### src/sv/pbam_pkg.sv
// Package: shared types and constants of the paged bus address mapper.
`timescale 1ns / 1ps
package pbam_pkg;

  localparam int unsigned AddrW    = 16;
  localparam int unsigned DataW    = 8;
  localparam int unsigned PageW    = 5;
  localparam int unsigned RamAddrW = 19;
  localparam int unsigned OffsW    = 14;
  localparam int unsigned Pages    = 8;

  // device select codes
  localparam logic [2:0] SEL_RAM  = 3'd0;
  localparam logic [2:0] SEL_ROM0 = 3'd1;
  localparam logic [2:0] SEL_ROM1 = 3'd2;  // also vectors
  localparam logic [2:0] SEL_ROM2 = 3'd3;
  localparam logic [2:0] SEL_IO0  = 3'd4;
  localparam logic [2:0] SEL_IO1  = 3'd5;
  localparam logic [2:0] SEL_IO2  = 3'd6;
  localparam logic [2:0] SEL_NONE = 3'd7;

  // control register area, indexed by address bits 4..1
  localparam logic [3:0] REG_TASK  = 4'hA;
  localparam logic [3:0] REG_RATE0 = 4'hB;
  localparam logic [3:0] REG_RATE1 = 4'hC;
  localparam logic [3:0] REG_MAP   = 4'hF;

  // page register area, indexed by address bits 3..0
  localparam logic [3:0] PREG_COMMON = 4'hF;

  // access lengths in 14.31818 MHz ticks
  localparam logic [4:0] TICKS_SLOW      = 5'd16;
  localparam logic [4:0] TICKS_TO_FAST   = 5'd15;
  localparam logic [4:0] TICKS_TO_SLOW   = 5'd17;
  localparam logic [4:0] TICKS_TO_SLOW_X = 5'd25;
  localparam logic [4:0] TICKS_FAST      = 5'd8;

  localparam logic [PageW-1:0] PAGE_COMMON = 5'd31;

  localparam logic [Pages-1:0][PageW-1:0] PAGE_RESET = {
    5'd3, 5'd2, 5'd3, 5'd2, 5'd3, 5'd2, 5'd1, 5'd0
  };

  typedef struct packed {
    logic                         task_select;
    logic                         rate_fast;
    logic                         map_type_all_ram;
    logic [1:0]                   common_flags;
    logic [Pages-1:0][PageW-1:0]  page_table;
    logic                         fast_phase;
    logic                         extend_slow;
  } state_t;

  localparam state_t STATE_RESET = '{
    task_select:      1'b0,
    rate_fast:        1'b0,
    map_type_all_ram: 1'b0,
    common_flags:     2'b00,
    page_table:       PAGE_RESET,
    fast_phase:       1'b0,
    extend_slow:      1'b0
  };

  typedef struct packed {
    logic                read_not_write;
    logic [AddrW-1:0]    address;
    logic [DataW-1:0]    data_in;
  } access_t;

  typedef struct packed {
    logic [2:0]          select_code;
    logic [RamAddrW-1:0] ram_address;
    logic                ram_enable;
    logic                write_enable_n;
    logic                task_read;
    logic                task_bit;
    logic [4:0]          cycle_ticks;
  } result_t;

endpackage

### src/sv/pbam_in_if.sv
// Interface: bus access channel into the mapper.
`timescale 1ns / 1ps
interface pbam_in_if
  import pbam_pkg::*;
();
  logic             valid;
  logic             ready;
  logic             read_not_write;
  logic [AddrW-1:0] address;
  logic [DataW-1:0] data_in;

  modport source (output valid, output read_not_write, output address, output data_in,
                  input ready);
  modport sink   (input valid, input read_not_write, input address, input data_in,
                  output ready);
endinterface

### src/sv/pbam_out_if.sv
// Interface: decode result channel out of the mapper.
`timescale 1ns / 1ps
interface pbam_out_if
  import pbam_pkg::*;
();
  logic                valid;
  logic                ready;
  logic [2:0]          select_code;
  logic [RamAddrW-1:0] ram_address;
  logic                ram_enable;
  logic                write_enable_n;
  logic                task_read;
  logic                task_bit;
  logic [4:0]          cycle_ticks;

  modport source (output valid, output select_code, output ram_address, output ram_enable,
                  output write_enable_n, output task_read, output task_bit,
                  output cycle_ticks, input ready);
  modport sink   (input valid, input select_code, input ram_address, input ram_enable,
                  input write_enable_n, input task_read, input task_bit,
                  input cycle_ticks, output ready);
endinterface

### src/sv/paged_bus_address_mapper_top.sv
// A result word is registered in the output buffer; it waits in the skid stage while the output register is full.
// Throughput: one access per cycle while the output buffer has room; decode, page table read and timing update
// all sit between the accepted word and the output register.
// A two-word output buffer keeps accepting while one result waits to be taken.
// Reset (async, active low): task 0, slow rate, ROM map, no common windows,
// page table 0,1,2,3,2,3,2,3, interleave phase slow; output buffer empty.
`timescale 1ns / 1ps
module paged_bus_address_mapper_top
  import pbam_pkg::*;
(
  input  logic              clk_i,
  input  logic              rst_ni,
  pbam_in_if.sink           req_i,
  pbam_out_if.source        rsp_o
);

  access_t acc;
  state_t  state_q, state_d;
  result_t res, res_q;
  logic    accept;
  logic    buf_ready;

  assign acc.read_not_write = req_i.read_not_write;
  assign acc.address        = req_i.address;
  assign acc.data_in        = req_i.data_in;
  assign req_i.ready        = buf_ready;
  assign accept             = req_i.valid && buf_ready;

  pbam_decode u_decode (
    .acc_i   (acc),
    .state_i (state_q),
    .state_o (state_d),
    .res_o   (res)
  );

  pbam_state u_state (
    .clk_i     (clk_i),
    .rst_ni    (rst_ni),
    .en_i      (accept),
    .state_d_i (state_d),
    .state_q_o (state_q)
  );

  pbam_out_buf u_out_buf (
    .clk_i   (clk_i),
    .rst_ni  (rst_ni),
    .push_i  (accept),
    .data_i  (res),
    .ready_o (buf_ready),
    .valid_o (rsp_o.valid),
    .ready_i (rsp_o.ready),
    .data_o  (res_q)
  );

  assign rsp_o.select_code    = res_q.select_code;
  assign rsp_o.ram_address    = res_q.ram_address;
  assign rsp_o.ram_enable     = res_q.ram_enable;
  assign rsp_o.write_enable_n = res_q.write_enable_n;
  assign rsp_o.task_read      = res_q.task_read;
  assign rsp_o.task_bit       = res_q.task_bit;
  assign rsp_o.cycle_ticks    = res_q.cycle_ticks;

endmodule

### src/sv/pbam_decode.sv
// Decode: select, register writes, page translation and interleave timing.
`timescale 1ns / 1ps
module pbam_decode
  import pbam_pkg::*;
(
  input  access_t acc_i,
  input  state_t  state_i,
  output state_t  state_o,
  output result_t res_o
);

  logic [15:0] a;
  logic [2:0]  top3;
  logic [2:0]  sub;
  logic [3:0]  nib;
  logic [3:0]  regi;
  logic        ffxx, io0, io1, ff3x, io2, sreg, vec;
  logic        c0, c1, common, ty, is_ram, wr;
  logic [2:0]  sel;
  logic [2:0]  pidx;
  logic [PageW-1:0] page;
  logic [4:0]  ticks;
  state_t      nxt;

  assign a    = acc_i.address;
  assign wr   = !acc_i.read_not_write;
  assign top3 = a[15:13];
  assign sub  = a[7:5];
  assign nib  = a[7:4];
  assign regi = a[4:1];
  assign ffxx = (a[15:8] == 8'hFF);
  assign io0  = ffxx && (sub == 3'd0);
  assign io1  = ffxx && (nib == 4'd2);
  assign ff3x = ffxx && (nib == 4'd3);
  assign io2  = ffxx && (sub == 3'd2);
  assign sreg = ffxx && (sub == 3'd6);
  assign vec  = ffxx && (sub == 3'd7);
  assign c0   = state_i.common_flags[0] && (a[15:12] == 4'hF);
  assign c1   = state_i.common_flags[1] && (a[15:12] == 4'hE);
  // common windows skip the I/O and register pages but cover the vectors
  assign common = (c0 || c1) && (vec || !ffxx);
  assign ty     = state_i.map_type_all_ram;
  assign is_ram = !a[15] || (ty && !ffxx);

  always_comb begin
    priority if (io0)                        sel = SEL_IO0;
    else if (io1)                            sel = SEL_IO1;
    else if (io2)                            sel = SEL_IO2;
    else if (common)                         sel = SEL_RAM;
    else if (vec)                            sel = SEL_ROM1;
    else if (ffxx)                           sel = SEL_NONE;
    else if (!ty && top3 == 3'd4)            sel = SEL_ROM0;
    else if (!ty && top3 == 3'd5)            sel = SEL_ROM1;
    else if (!ty && a[15:14] == 2'd3)        sel = SEL_ROM2;
    else                                     sel = SEL_RAM;
  end

  always_comb begin
    nxt = state_i;
    if (sreg && wr) begin
      priority if (regi == REG_TASK)                        nxt.task_select = a[0];
      else if (regi == REG_RATE0 || regi == REG_RATE1)      nxt.rate_fast = a[0];
      else if (regi == REG_MAP)                             nxt.map_type_all_ram = a[0];
      else                                                  nxt.task_select = state_i.task_select;
    end
    if (ff3x && wr) begin
      priority if (!a[3])                   nxt.page_table[a[2:0]] = acc_i.data_in[PageW-1:0];
      else if (a[3:0] == PREG_COMMON)       nxt.common_flags = acc_i.data_in[1:0];
      else                                  nxt.common_flags = state_i.common_flags;
    end

    // interleave timing uses the rate from before this access
    if (!state_i.fast_phase) begin
      if (!state_i.rate_fast) begin
        ticks = TICKS_SLOW;
      end else begin
        ticks = TICKS_TO_FAST;
        nxt.fast_phase = 1'b1;
      end
    end else if (!state_i.rate_fast) begin
      if (!state_i.extend_slow) begin
        ticks = TICKS_TO_SLOW;
      end else begin
        ticks = TICKS_TO_SLOW_X;
        nxt.extend_slow = 1'b0;
      end
      nxt.fast_phase = 1'b0;
    end else begin
      ticks = TICKS_FAST;
      nxt.extend_slow = !state_i.extend_slow;
    end
  end

  // translation sees this access's own register writes
  assign pidx = {nxt.task_select, a[15:14]};
  assign page = common ? PAGE_COMMON : nxt.page_table[pidx];

  assign state_o            = nxt;
  assign res_o.select_code    = sel;
  assign res_o.ram_address    = {page, a[OffsW-1:0]};
  assign res_o.ram_enable     = is_ram || common;
  assign res_o.write_enable_n = is_ram ? acc_i.read_not_write : 1'b1;
  assign res_o.task_read      = acc_i.read_not_write && sreg && (regi == REG_TASK);
  assign res_o.task_bit       = nxt.task_select;
  assign res_o.cycle_ticks    = ticks;

endmodule

### src/sv/pbam_state.sv
// Mapper state registers: task, rate, map type, common windows, page table, interleave phase.
`timescale 1ns / 1ps
module pbam_state
  import pbam_pkg::*;
(
  input  logic   clk_i,
  input  logic   rst_ni,
  input  logic   en_i,
  input  state_t state_d_i,
  output state_t state_q_o
);

  state_t state_q;

  always_ff @(posedge clk_i or negedge rst_ni) begin
    if (!rst_ni) begin
      state_q <= STATE_RESET;
    end else if (en_i) begin
      state_q <= state_d_i;
    end
  end

  assign state_q_o = state_q;

endmodule

### src/sv/pbam_out_buf.sv
// Output register with skid stage for decode result words.
`timescale 1ns / 1ps
module pbam_out_buf
  import pbam_pkg::*;
(
  input  logic    clk_i,
  input  logic    rst_ni,
  input  logic    push_i,
  input  result_t data_i,
  output logic    ready_o,
  output logic    valid_o,
  input  logic    ready_i,
  output result_t data_o
);

  logic    out_valid_q, out_valid_d;
  logic    skid_valid_q, skid_valid_d;
  result_t out_q, out_d;
  result_t skid_q, skid_d;
  logic    pop;

  assign pop     = out_valid_q && ready_i;
  assign ready_o = !skid_valid_q;

  always_comb begin
    out_valid_d  = out_valid_q;
    skid_valid_d = skid_valid_q;
    out_d        = out_q;
    skid_d       = skid_q;
    if (skid_valid_q) begin
      if (pop) begin
        out_d        = skid_q;
        skid_valid_d = 1'b0;
      end
    end else if (push_i) begin
      if (!out_valid_q || pop) begin
        out_d       = data_i;
        out_valid_d = 1'b1;
      end else begin
        skid_d       = data_i;
        skid_valid_d = 1'b1;
      end
    end else if (pop) begin
      out_valid_d = 1'b0;
    end
  end

  always_ff @(posedge clk_i or negedge rst_ni) begin
    if (!rst_ni) begin
      out_valid_q  <= 1'b0;
      skid_valid_q <= 1'b0;
    end else begin
      out_valid_q  <= out_valid_d;
      skid_valid_q <= skid_valid_d;
    end
  end

  always_ff @(posedge clk_i) begin
    out_q  <= out_d;
    skid_q <= skid_d;
  end

  assign valid_o = out_valid_q;
  assign data_o  = out_q;

endmodule

### src/flat_wrapper.sv
// flat-port wrapper written by rule: the top's interface ports become plain ports
module paged_bus_address_mapper_top_flat import pbam_pkg::*;
  (clk_i, rst_ni, req_i_valid, req_i_read_not_write, req_i_address, req_i_data_in, req_i_ready, rsp_o_valid, rsp_o_select_code, rsp_o_ram_address, rsp_o_ram_enable, rsp_o_write_enable_n, rsp_o_task_read, rsp_o_task_bit, rsp_o_cycle_ticks, rsp_o_ready);
  pbam_in_if req_i_i ();
  pbam_out_if rsp_o_i ();
  input  logic clk_i;
  input  logic rst_ni;
  input wire logic [$bits(req_i_i.valid)-1:0] req_i_valid;
  input wire logic [$bits(req_i_i.read_not_write)-1:0] req_i_read_not_write;
  input wire logic [$bits(req_i_i.address)-1:0] req_i_address;
  input wire logic [$bits(req_i_i.data_in)-1:0] req_i_data_in;
  output wire logic [$bits(req_i_i.ready)-1:0] req_i_ready;
  output wire logic [$bits(rsp_o_i.valid)-1:0] rsp_o_valid;
  output wire logic [$bits(rsp_o_i.select_code)-1:0] rsp_o_select_code;
  output wire logic [$bits(rsp_o_i.ram_address)-1:0] rsp_o_ram_address;
  output wire logic [$bits(rsp_o_i.ram_enable)-1:0] rsp_o_ram_enable;
  output wire logic [$bits(rsp_o_i.write_enable_n)-1:0] rsp_o_write_enable_n;
  output wire logic [$bits(rsp_o_i.task_read)-1:0] rsp_o_task_read;
  output wire logic [$bits(rsp_o_i.task_bit)-1:0] rsp_o_task_bit;
  output wire logic [$bits(rsp_o_i.cycle_ticks)-1:0] rsp_o_cycle_ticks;
  input wire logic [$bits(rsp_o_i.ready)-1:0] rsp_o_ready;
  assign req_i_i.valid = req_i_valid;
  assign req_i_i.read_not_write = req_i_read_not_write;
  assign req_i_i.address = req_i_address;
  assign req_i_i.data_in = req_i_data_in;
  assign req_i_ready = req_i_i.ready;
  assign rsp_o_valid = rsp_o_i.valid;
  assign rsp_o_select_code = rsp_o_i.select_code;
  assign rsp_o_ram_address = rsp_o_i.ram_address;
  assign rsp_o_ram_enable = rsp_o_i.ram_enable;
  assign rsp_o_write_enable_n = rsp_o_i.write_enable_n;
  assign rsp_o_task_read = rsp_o_i.task_read;
  assign rsp_o_task_bit = rsp_o_i.task_bit;
  assign rsp_o_cycle_ticks = rsp_o_i.cycle_ticks;
  assign rsp_o_i.ready = rsp_o_ready;
  paged_bus_address_mapper_top u_core (.clk_i(clk_i), .rst_ni(rst_ni), .req_i(req_i_i), .rsp_o(rsp_o_i));
endmodule
### config.mk
export PLATFORM = sky130hd
export DESIGN_NAME = paged_bus_address_mapper_top_flat
export DESIGN_NICKNAME = d
export VERILOG_FILES = /design/src/sv/pbam_pkg.sv /design/src/sv/pbam_in_if.sv /design/src/sv/pbam_out_if.sv /design/src/sv/paged_bus_address_mapper_top.sv /design/src/sv/pbam_decode.sv /design/src/sv/pbam_state.sv /design/src/sv/pbam_out_buf.sv /design/src/flat_wrapper.sv
export SDC_FILE = /design/constraint.sdc
export NUM_CORES = 1
export LEC_CHECK = 0
export ABC_AREA = 1
export BUFFER_PORTS_ARGS = -buffer_cell sky130_fd_sc_hd__buf_4
export CAP_MARGIN = 20
export CORE_ASPECT_RATIO = 1.5
export CORE_MARGIN = 2
export CORE_UTILIZATION = 35
export DETAILED_ROUTE_END_ITERATION = 10
export PLACE_DENSITY = 0.5
export SYNTH_ARGS = -nofsm -noshare
export SYNTH_HDL_FRONTEND = slang
export SYNTH_SLANG_ARGS = --single-unit
export TNS_END_PERCENT = 10
### constraint.sdc
create_clock -name clk_i -period 3.79 [get_ports clk_i]
set_input_delay 0.379 -clock clk_i [delete_from_list [all_inputs] [get_ports clk_i]]
set_output_delay 0.379 -clock clk_i [all_outputs]
set_load 0.05 [all_outputs]
# Word level (Yosys, flattened, before mapping)

Cells that the tools add are included.

Output and inout port bits: 33
Flip-flop bits (word level): 111
Word-level logic and storage cells: 140
Input bits: 29

Bitwise gates (word level): 4
$lt $le $gt $ge: 3
Equality and inequality tests: 18
Mux-type cells: 41
Reductions and logical operators: 44

Operators with widths:

| kind               | number |
|---|---|
| $mux 31            | 4 |
| $mux 40            | 2 |
| $bwmux 40          | 1 |
| $mux 5             | 6 |
| $eq 4x4->1 const B | 7 |
| $mux 3             | 7 |
| $logic_and 1x1->1  | 20 |
| $bmux 5 s3         | 1 |
| $demux 5 s3        | 1 |
| $mux 1             | 14 |
| $eq 3x3->1 const B | 4 |
| $reduce_and 3->1   | 3 |
| $eq 4x2->1 const B | 2 |
| $eq 8x8->1 const B | 1 |
| $lt 3x4->1 const B | 2 |
| $mux 2             | 4 |
| $reduce_and 4->1   | 2 |
| $logic_not 1->1    | 7 |
| $logic_or 1x1->1   | 6 |
| $reduce_bool 2->1  | 3 |
| $reduce_and 5->1   | 1 |
| $mux 4             | 1 |
| $not 1->1          | 4 |
| $eq 3x2->1 const B | 1 |
| other kinds (6)    | 6 |

# Depth between registers and ports, before layout

Gate-level depths: netlist of run 1.

Word-level depth: 14
Mapped depth: 17
Gate-level depth less buffers: 16

# By module

From an unflattened synthesis of run 1, not the netlist that was laid out.

Cell total of the unflattened synthesis: 874
Area, all modules: 6478.7 µm²

By module, submodules not included:

| module                       | cells each | area an instance (µm²) | sequential area each (µm²) | instances |
|---|---|---|---|---|
| pbam_out_buf                 | 180        | 2434.8                 | 1911.8                     | 1 |
| pbam_decode                  | 493        | 2222.1                 | 0.0                        | 1 |
| pbam_state                   | 199        | 1814.2                 | 1188.6                     | 1 |
| paged_bus_address_mapper_top | 2          | 7.5                    | 0.0                        | 1 |

# Least setup slack after synthesis of run 1

Ideal clock, no wire load.

Kind: reg-to-reg
Start point: reg u_core.u_out_buf.skid_valid_q
End point: reg u_core.u_out_buf.out_q, in the netlist u_core.u_out_buf.data_o[0], enable pin
Cell stages (with the launch flop): 7
Slack: 1.132 ns
Data arrival time: 2.241 ns
Data required time: 3.373 ns
Path buffers: 1
Setup time: 0.417 ns
Clock period less this slack: 2.658 ns
Cells stage by stage: dfrtp_1 > clkbuf_1 > inv_1 > nand2_1 > inv_2 > a21oi_1 > nor2_1

Word-level cells in the longest chain between the ends: 4
Elaborated cells between the ends (all ways): 6
Classes of those cells: eq/ne: 1; reduce/logical: 5

RTL lines:

| what                           | line                               | source |
|---|---|---|
| start, declared                | pbam_out_buf.sv:17                 | `logic skid_valid_q, skid_valid_d;` |
| start signal, assigned         | pbam_out_buf.sv:54                 | `skid_valid_q <= skid_valid_d;` |
| $logic_not 1->1                | pbam_out_buf.sv:23                 | `assign ready_o = !skid_valid_q;` |
| $logic_and 1x1->1              | paged_bus_address_mapper_top.sv:27 | `assign accept = req_i.valid && buf_ready;` |
| $reduce_bool 2->1 (no line)    | -                                  |  |
| $reduce_and 3->1 (no line) (*) | -                                  |  |
| end signal, assigned           | pbam_out_buf.sv:59                 | `out_q <= out_d;` |
| end, declared                  | pbam_out_buf.sv:18                 | `result_t out_q, out_d;` |

Mark *: on every way between the ends. The rest lies on a longest branch, timed or not.
A chain may end at the register's enable or synchronous reset.

==> flow_metrics.tcl, run 1 <==
set metrics [dict create \
    cts_buffers 9 \
    yosysWarnings 0 \
    synthArstFlopShare_pct 45.0 \
    netlist_area_um2 5990 \
    grt_pass1_wl_um 26400 \
    skew_ns 0.0122 \
    dpl_worst_slack_ns 0.962 \
    hpwlAfterDp_um 11100 \
    status "complete, no violations" \
    power_density_nw_per_um2 629 \
    cts_hold_buf 0 \
    endpoint_kind "flop" \
    drt_iter0_markers 468 \
    crit_arrival_ns 2.57 \
    use_met2_pct 33.7 \
    root_buffer "clkbuf_16" \
    grt_use_total_pct 18.3 \
    crit_type "in2reg" \
    start_util_pct 35.7 \
    worstPathRequired_ns 3.91 \
    tritoncts "built" \
    period_needed_ns 2.45 \
    drv_slew 0 \
    clkSlewWorstSetupHoldPaths_ns 0.09 \
    synth_nets 778 \
    p_clk_share_pct 22.5 \
    clock_latency_ns 0.36 \
    cts.path.max_buffers 2 \
    met1_usage_pct 21.7 \
    period_share_pct 64.6 \
    power.switching_w 0.00179 \
    top_level_ports 62 \
    core-area_um2 16800 \
    final_nets 819 \
    synth_edf_count 60 \
    syn_to_final_growth_pct 14.6 \
    max_cap_violations 0 \
    tightest_slew_ns 0.894 \
    slowest_delay_ns 0.53 \
    final_layout_size_suffix_gt1_share_pct 16.9 \
    cp_max_fo 20 \
    tns_ns 0 \
    slowest_stage "nand2_1" \
    p_int_w 0.00253 \
    peakVddDrop_v 0.000348 \
    grt_max_degree 81 \
    crit_chain "buf_4 > nand2_2 > nor2_4 > nand2_4 > nor2_1 > nand2_1 > nand2_1 > nand3_1 > nand3_1 > nand2_1 > nand2_1 > nand3_2 > nand2_1 > nand2_1" \
    crit_path_frequent_cell "nand2_1" \
    post_drt_wl_per_cell_um 16.0 \
    gp_congestion 0.835 \
    slew-limit-headroom_pct 40.2 \
    cp-start-kind "primary input" \
    antenna_found_initial 0 \
    fin_ws_ns 1.34 \
    hold_path.class "in2async" \
    port_buffers 58 \
    cts_sinks 109 \
    rows 58 \
    grtUsageMet3_pct 2.80 \
    grt_pass1_vias 5109 \
    grt-ovfl-total 0 \
    power_frac_comb_pct 37.1 \
    final_common_cell "nand2_1" \
    via_per_inst 5.14 \
    final_cell_mix "282 x nand2_1, 94 x nand3_1, 66 x buf_4" \
    die_w_um 111 \
    syn_area_per_cell_um2 8.03 \
    post-route-util_pct 41.0 \
    antenna_cells 0 \
    p_leak_nw 3.17 \
    ys_seq_area_share_pct 50.8 \
    ctsResizeCount 0 \
    cts_max_level 3 \
    reg2reg_depth 6 \
    postCtsSetupBuffers 0 \
    placed_cell_area_um2 6570 \
    ys.flop_type "edfxtp_1" \
    p_sw_share_pct 41.4 \
    fmax_ghz 0.408 \
    firstDrtPassIters 6 \
    drc 0 \
    yosysUniqueCellTypes 34 \
    rsz0062_at_grt "no" \
    busiest_layer "met2" \
    wirelength_um 16000 \
    vias 5148 \
    syn_inst 746 \
    hold_viol_final 0 \
    setup_viol_count_final 0 \
    final_area_um2 6870 \
    dieArea_um2 18200 \
    yosys_register_bits 109 \
    power_frac_seq_pct 40.4 \
    ant_nets 0 \
    die-height_um 164 \
]
-- sequential cells by signal, summed over array words and instances, names as in the netlist --
signal and cells:
u_core.u_out_buf.skid_valid_q 1, u_core.u_out_buf.skid_q 30, u_core.u_out_buf.valid_o 1, u_core.u_state.state_q_o 47, u_core.u_out_buf.data_o 30
-- cells in the mapped netlist (3+ instances only) --
library cell	instances	share of area (%)
nand2_1	282	18
nand3_1	94	7.9
edfxtp_1	60	30
inv_1	48	3.0
nor2_1	44	2.8
dfrtp_1	39	16
o21ai_0	39	3.3
a31oi_1	27	2.8
clkbuf_1	21	1.3
nand4_1	17	1.8
nand2_2	11	1.1
dfstp_2	10	4.4
buf_2	7	0.58
nand3_2	7	1.2
inv_2	5	0.31
buf_4	4	0.50
buf_6	4	0.75
a21oi_1	3	0.25
ha_1	3	0.63
nor3_2	3	0.50
-- power groups by stage --
stage	Combinational, W	Clock [W]	Sequential, W
2_1_floorplan	0.000675	0	0.00224
3_3_place_gp	0.00160	0	0.00176
3_5_place_dp	0.00162	0	0.00177
4_1_cts	0.00162	0.000998	0.00175
5_1_grt	0.00175	0.00104	0.00177
6_report	0.00160	0.000970	0.00174
-- critical path, delay by kind of cell --
family,cells,cell delay [ns]
and+or+nand+nor,13,1.98
buffers and inverters,1,0.21
-- through the flow --
stage	hold WS, ns	std cells	power (W)
after floorplan	0.0834	746	0.00291
after global placement	0.468	986	0.00336
after detailed placement	0.477	986	0.00339
after CTS	0.0876	1002	0.00437
after global routing	0.122	1002	0.00457
final	0.0515	1002	0.00431
-- per-layer routing --
layer	part of all wire [%]	wire, µm	vias up
met5	0	0	-
met4	1.7	275	0
met3	4.4	706	21
met2	52	8360	158
met1	42	6690	2412
li1	-	-	2557
-- final cells by class --
type,count,area [µm²]
clock buffer,9,225
clock inverter,7,75.1
fill,1718,9900
inverter,56,214
multi-input combinational,545,2550
sequential,109,3040
tap,210,263
timing repair buffer,66,495
-- worst paths after layout --
check | end | slack (ns) | from
min | u_core.u_state.state_q_o[32]$_DFFE_PN0P_ | 0.05 | rst_ni
min reg2reg | u_core.u_state.state_q_o[44]$_DFFE_PN0P_ | 0.50 | u_core.u_state.state_q_o[44]$_DFFE_PN0P_
max in group asynchronous | u_core.u_state.state_q_o[46]$_DFFE_PN0P_ | 3.27 | rst_ni
max reg2reg | u_core.u_out_buf.data_o[13]$_DFFE_PP_ | 1.88 | u_core.u_out_buf.skid_valid_q$_DFF_PN0_
min in group clk_i | u_core.u_out_buf.skid_q[17]$_DFFE_PP_ | 0.21 | req_i_address[8]
max | u_core.u_out_buf.data_o[23]$_DFFE_PP_ | 1.34 | req_i_address[14]
-- logic make-up after synthesis --
| group | count (synthesis) | synth area share, % |
|---|---|---|
| AO/OA/AOI/OAI | 72 | 7.00 |
| adder cells (fa/ha/maj) | 3 | 0.627 |
| buffers and inverters | 92 | 6.73 |
| flip-flops | 109 | 50.8 |
| AND/OR/NAND/NOR | 470 | 34.9 |
Power figures use the tool's default switching activity.
==> run 2: changes to the inputs <==
Clock period 3.79 ns to 2.3 ns, I/O delays scaled along.
==> run 2 against run 1 <==
- cell area is 2.1% higher
- first-iteration DRC count fell by 8.8%
- register-to-register slack worse by 1.4 ns
- non-clock buffer count rose by 14
- utilization up 0.87 points
- clock skew is 0.0015 ns higher
- die area unchanged
- sequential power rose by 66%
- via count increased by 1.1%
- count of clock-buffer cells in the layout unchanged
- clock power rose by 63%
- sequential share of layout area shrank 0.92 points
- critical path type unchanged
- critical endpoint is now u_core.u_out_buf.data_o[24]$_DFFE_PP_
- highest routed layer unchanged
==> flow_metrics.tcl, run 2 (synthesis gave the netlist of run 1 again) <==
set metrics [dict create \
    skew_ns 0.0137 \
    tns_ns 0 \
    drc 0 \
    port_buffers 58 \
    crit_end "u_core.u_out_buf.data_o[24]$_DFFE_PP_" \
    drv_slew 0 \
    tightest_slew_ns 0.790 \
    grt_use_total_pct 18.1 \
    power_frac_comb_pct 37.7 \
    grt-ovfl-total 0 \
    p_leak_nw 3.25 \
    period_share_pct 79.0 \
    largest_reg_flops 47 \
    r2r_start "u_core.u_out_buf.skid_valid_q$_DFF_PN0_" \
    final_layout_size_suffix_gt1_share_pct 18.2 \
    crit_start "req_i_address[8]" \
    hold_start "req_i_address[9]" \
    grt_pass1_vias 5161 \
    cts_buffers 9 \
    worstPathRequired_ns 2.42 \
    endpoint_kind "flop" \
    power_density_nw_per_um2 1020 \
    crit_arrival_ns 1.93 \
    setup_viol_count_final 0 \
    r2r_slack_ns 0.51 \
    fin_ws_ns 0.484 \
    gp_congestion 0.849 \
    holdWs_ns 0.0725 \
    power.switching_w 0.00294 \
    hold_path.class "in2reg" \
    power_w 0.00715 \
    slew-limit-headroom_pct 47.3 \
    final_common_cell "nand2_1" \
    antenna_found_initial 0 \
    reg2reg_depth 7 \
    max_cap_violations 0 \
    cp-start-kind "primary input" \
    antenna_cells 0 \
    period_needed_ns 1.82 \
    via_per_inst 5.12 \
    syn_to_final_growth_pct 17.0 \
    cts_sinks 109 \
    hpwlAfterDp_um 11500 \
    core-area_um2 16800 \
    p_int_w 0.00422 \
    drt_iter0_markers 427 \
    ant_nets 0 \
    dieArea_um2 18200 \
    status "complete, no violations" \
    grt_max_degree 81 \
    crit_type "in2reg" \
    hold_viol_final 0 \
    final_nets 833 \
    start_util_pct 35.7 \
    grt_pass1_wl_um 26200 \
    clock_latency_ns 0.35 \
    dpl_worst_slack_ns 0.0978 \
    p_clk_share_pct 22.1 \
    rsz0062_at_grt "no" \
    cts_max_level 3 \
    cp_max_fo 25 \
    top_level_ports 62 \
    p_sw_share_pct 41.0 \
    final_cell_mix "282 x nand2_1, 94 x nand3_1, 76 x buf_4" \
    root_buffer "clkbuf_16" \
    power_frac_seq_pct 40.2 \
    wirelength_um 16200 \
    die_w_um 111 \
    clkSlewWorstSetupHoldPaths_ns 0.08 \
    die-height_um 164 \
    post_drt_wl_per_cell_um 16.0 \
    reg2reg_to "u_core.u_state.state_q_o[23]$_DFFE_PN1P_" \
    fmax_ghz 0.551 \
    rows 58 \
    vias 5206 \
    firstDrtPassIters 5 \
    tritoncts "built" \
    peakVddDrop_v 0.000687 \
    cts.path.max_buffers 2 \
]
==> run 2: area by class of cell <==
cell class / count / area (µm²)
Tap cell: 210 / 263
Timing Repair Buffer: 80 / 641
Sequential cell: 109 / 3040
Inverter: 56 / 214
Fill cell: 1741 / 9750
Clock buffer: 9 / 225
Clock inverter: 7 / 75.1
Multi-Input combinational cell: 545 / 2550
==> run 2: what timing repair did <==
action                    4_1_cts  5_1_grt
gates resized for setup         0        0
hold buffers                    1        0
buffers inserted                0        0
hold endpoints to repair       39        0
==> run 2: how the worst min path moves through the flow <==
stage | end | slack, ns | cells after the start
floorplan | u_core.u_out_buf.skid_valid_q$_DFF_PN0_ | -0.07 | 0
global placement | u_core.u_state.state_q_o[32]$_DFFE_PN0P_ | 0.32 | 1
detailed placement | u_core.u_state.state_q_o[32]$_DFFE_PN0P_ | 0.32 | 1
CTS | u_core.u_out_buf.skid_q[18]$_DFFE_PP_ | 0.06 | 1
global route | u_core.u_out_buf.skid_q[18]$_DFFE_PP_ | 0.06 | 1
finish | u_core.u_out_buf.skid_q[18]$_DFFE_PP_ | 0.07 | 1
==> run 2: through the flow <==
| step | cells | utilization [%] | cell area (µm²) |
|---|---|---|---|
| floorplan | 746 | - | 5990 |
| global placement | 999 | 40.0 | 6700 |
| detailed placement | 999 | 40.0 | 6700 |
| CTS | 1016 | 41.8 | 7010 |
| global route | 1016 | 41.8 | 7010 |
| finish | 1016 | 41.8 | 7010 |
==> run 2: worst max-delay path: stages <==
cell	delay [ns]
buf_4	0.10
nand2_1	0.04
nor2_1	0.23
nand2_4	0.15
nor2_8	0.31
nand2_1	0.22
nand2_1	0.13
nand3_1	0.08
nand3_1	0.11
nand2_1	0.06
nand2_1	0.07
nand3_2	0.09
nand2_1	0.07
nand2_1	0.05
==> run 2: power by group through the flow <==
| stage | clock (W) | combinational, W | sequential [W] |
|---|---|---|---|
| finish | 0.00158 | 0.00270 | 0.00288 |
| global route | 0.00170 | 0.00295 | 0.00292 |
| CTS | 0.00163 | 0.00273 | 0.00288 |
| detailed placement | 0 | 0.00272 | 0.00292 |
| global placement | 0 | 0.00269 | 0.00290 |
| floorplan | 0 | 0.00112 | 0.00368 |
==> run 2: metal layers <==
| metal | routed length, µm | global-route usage (%) | share of wire, % |
|---|---|---|---|
| met1 | 6720 | 20.8 | 41 |
| met2 | 8460 | 33.6 | 52 |
| met3 | 555 | 2.66 | 3.4 |
| met4 | 496 | 7.61 | 3.1 |
| met5 | 0 | 0 | 0 |
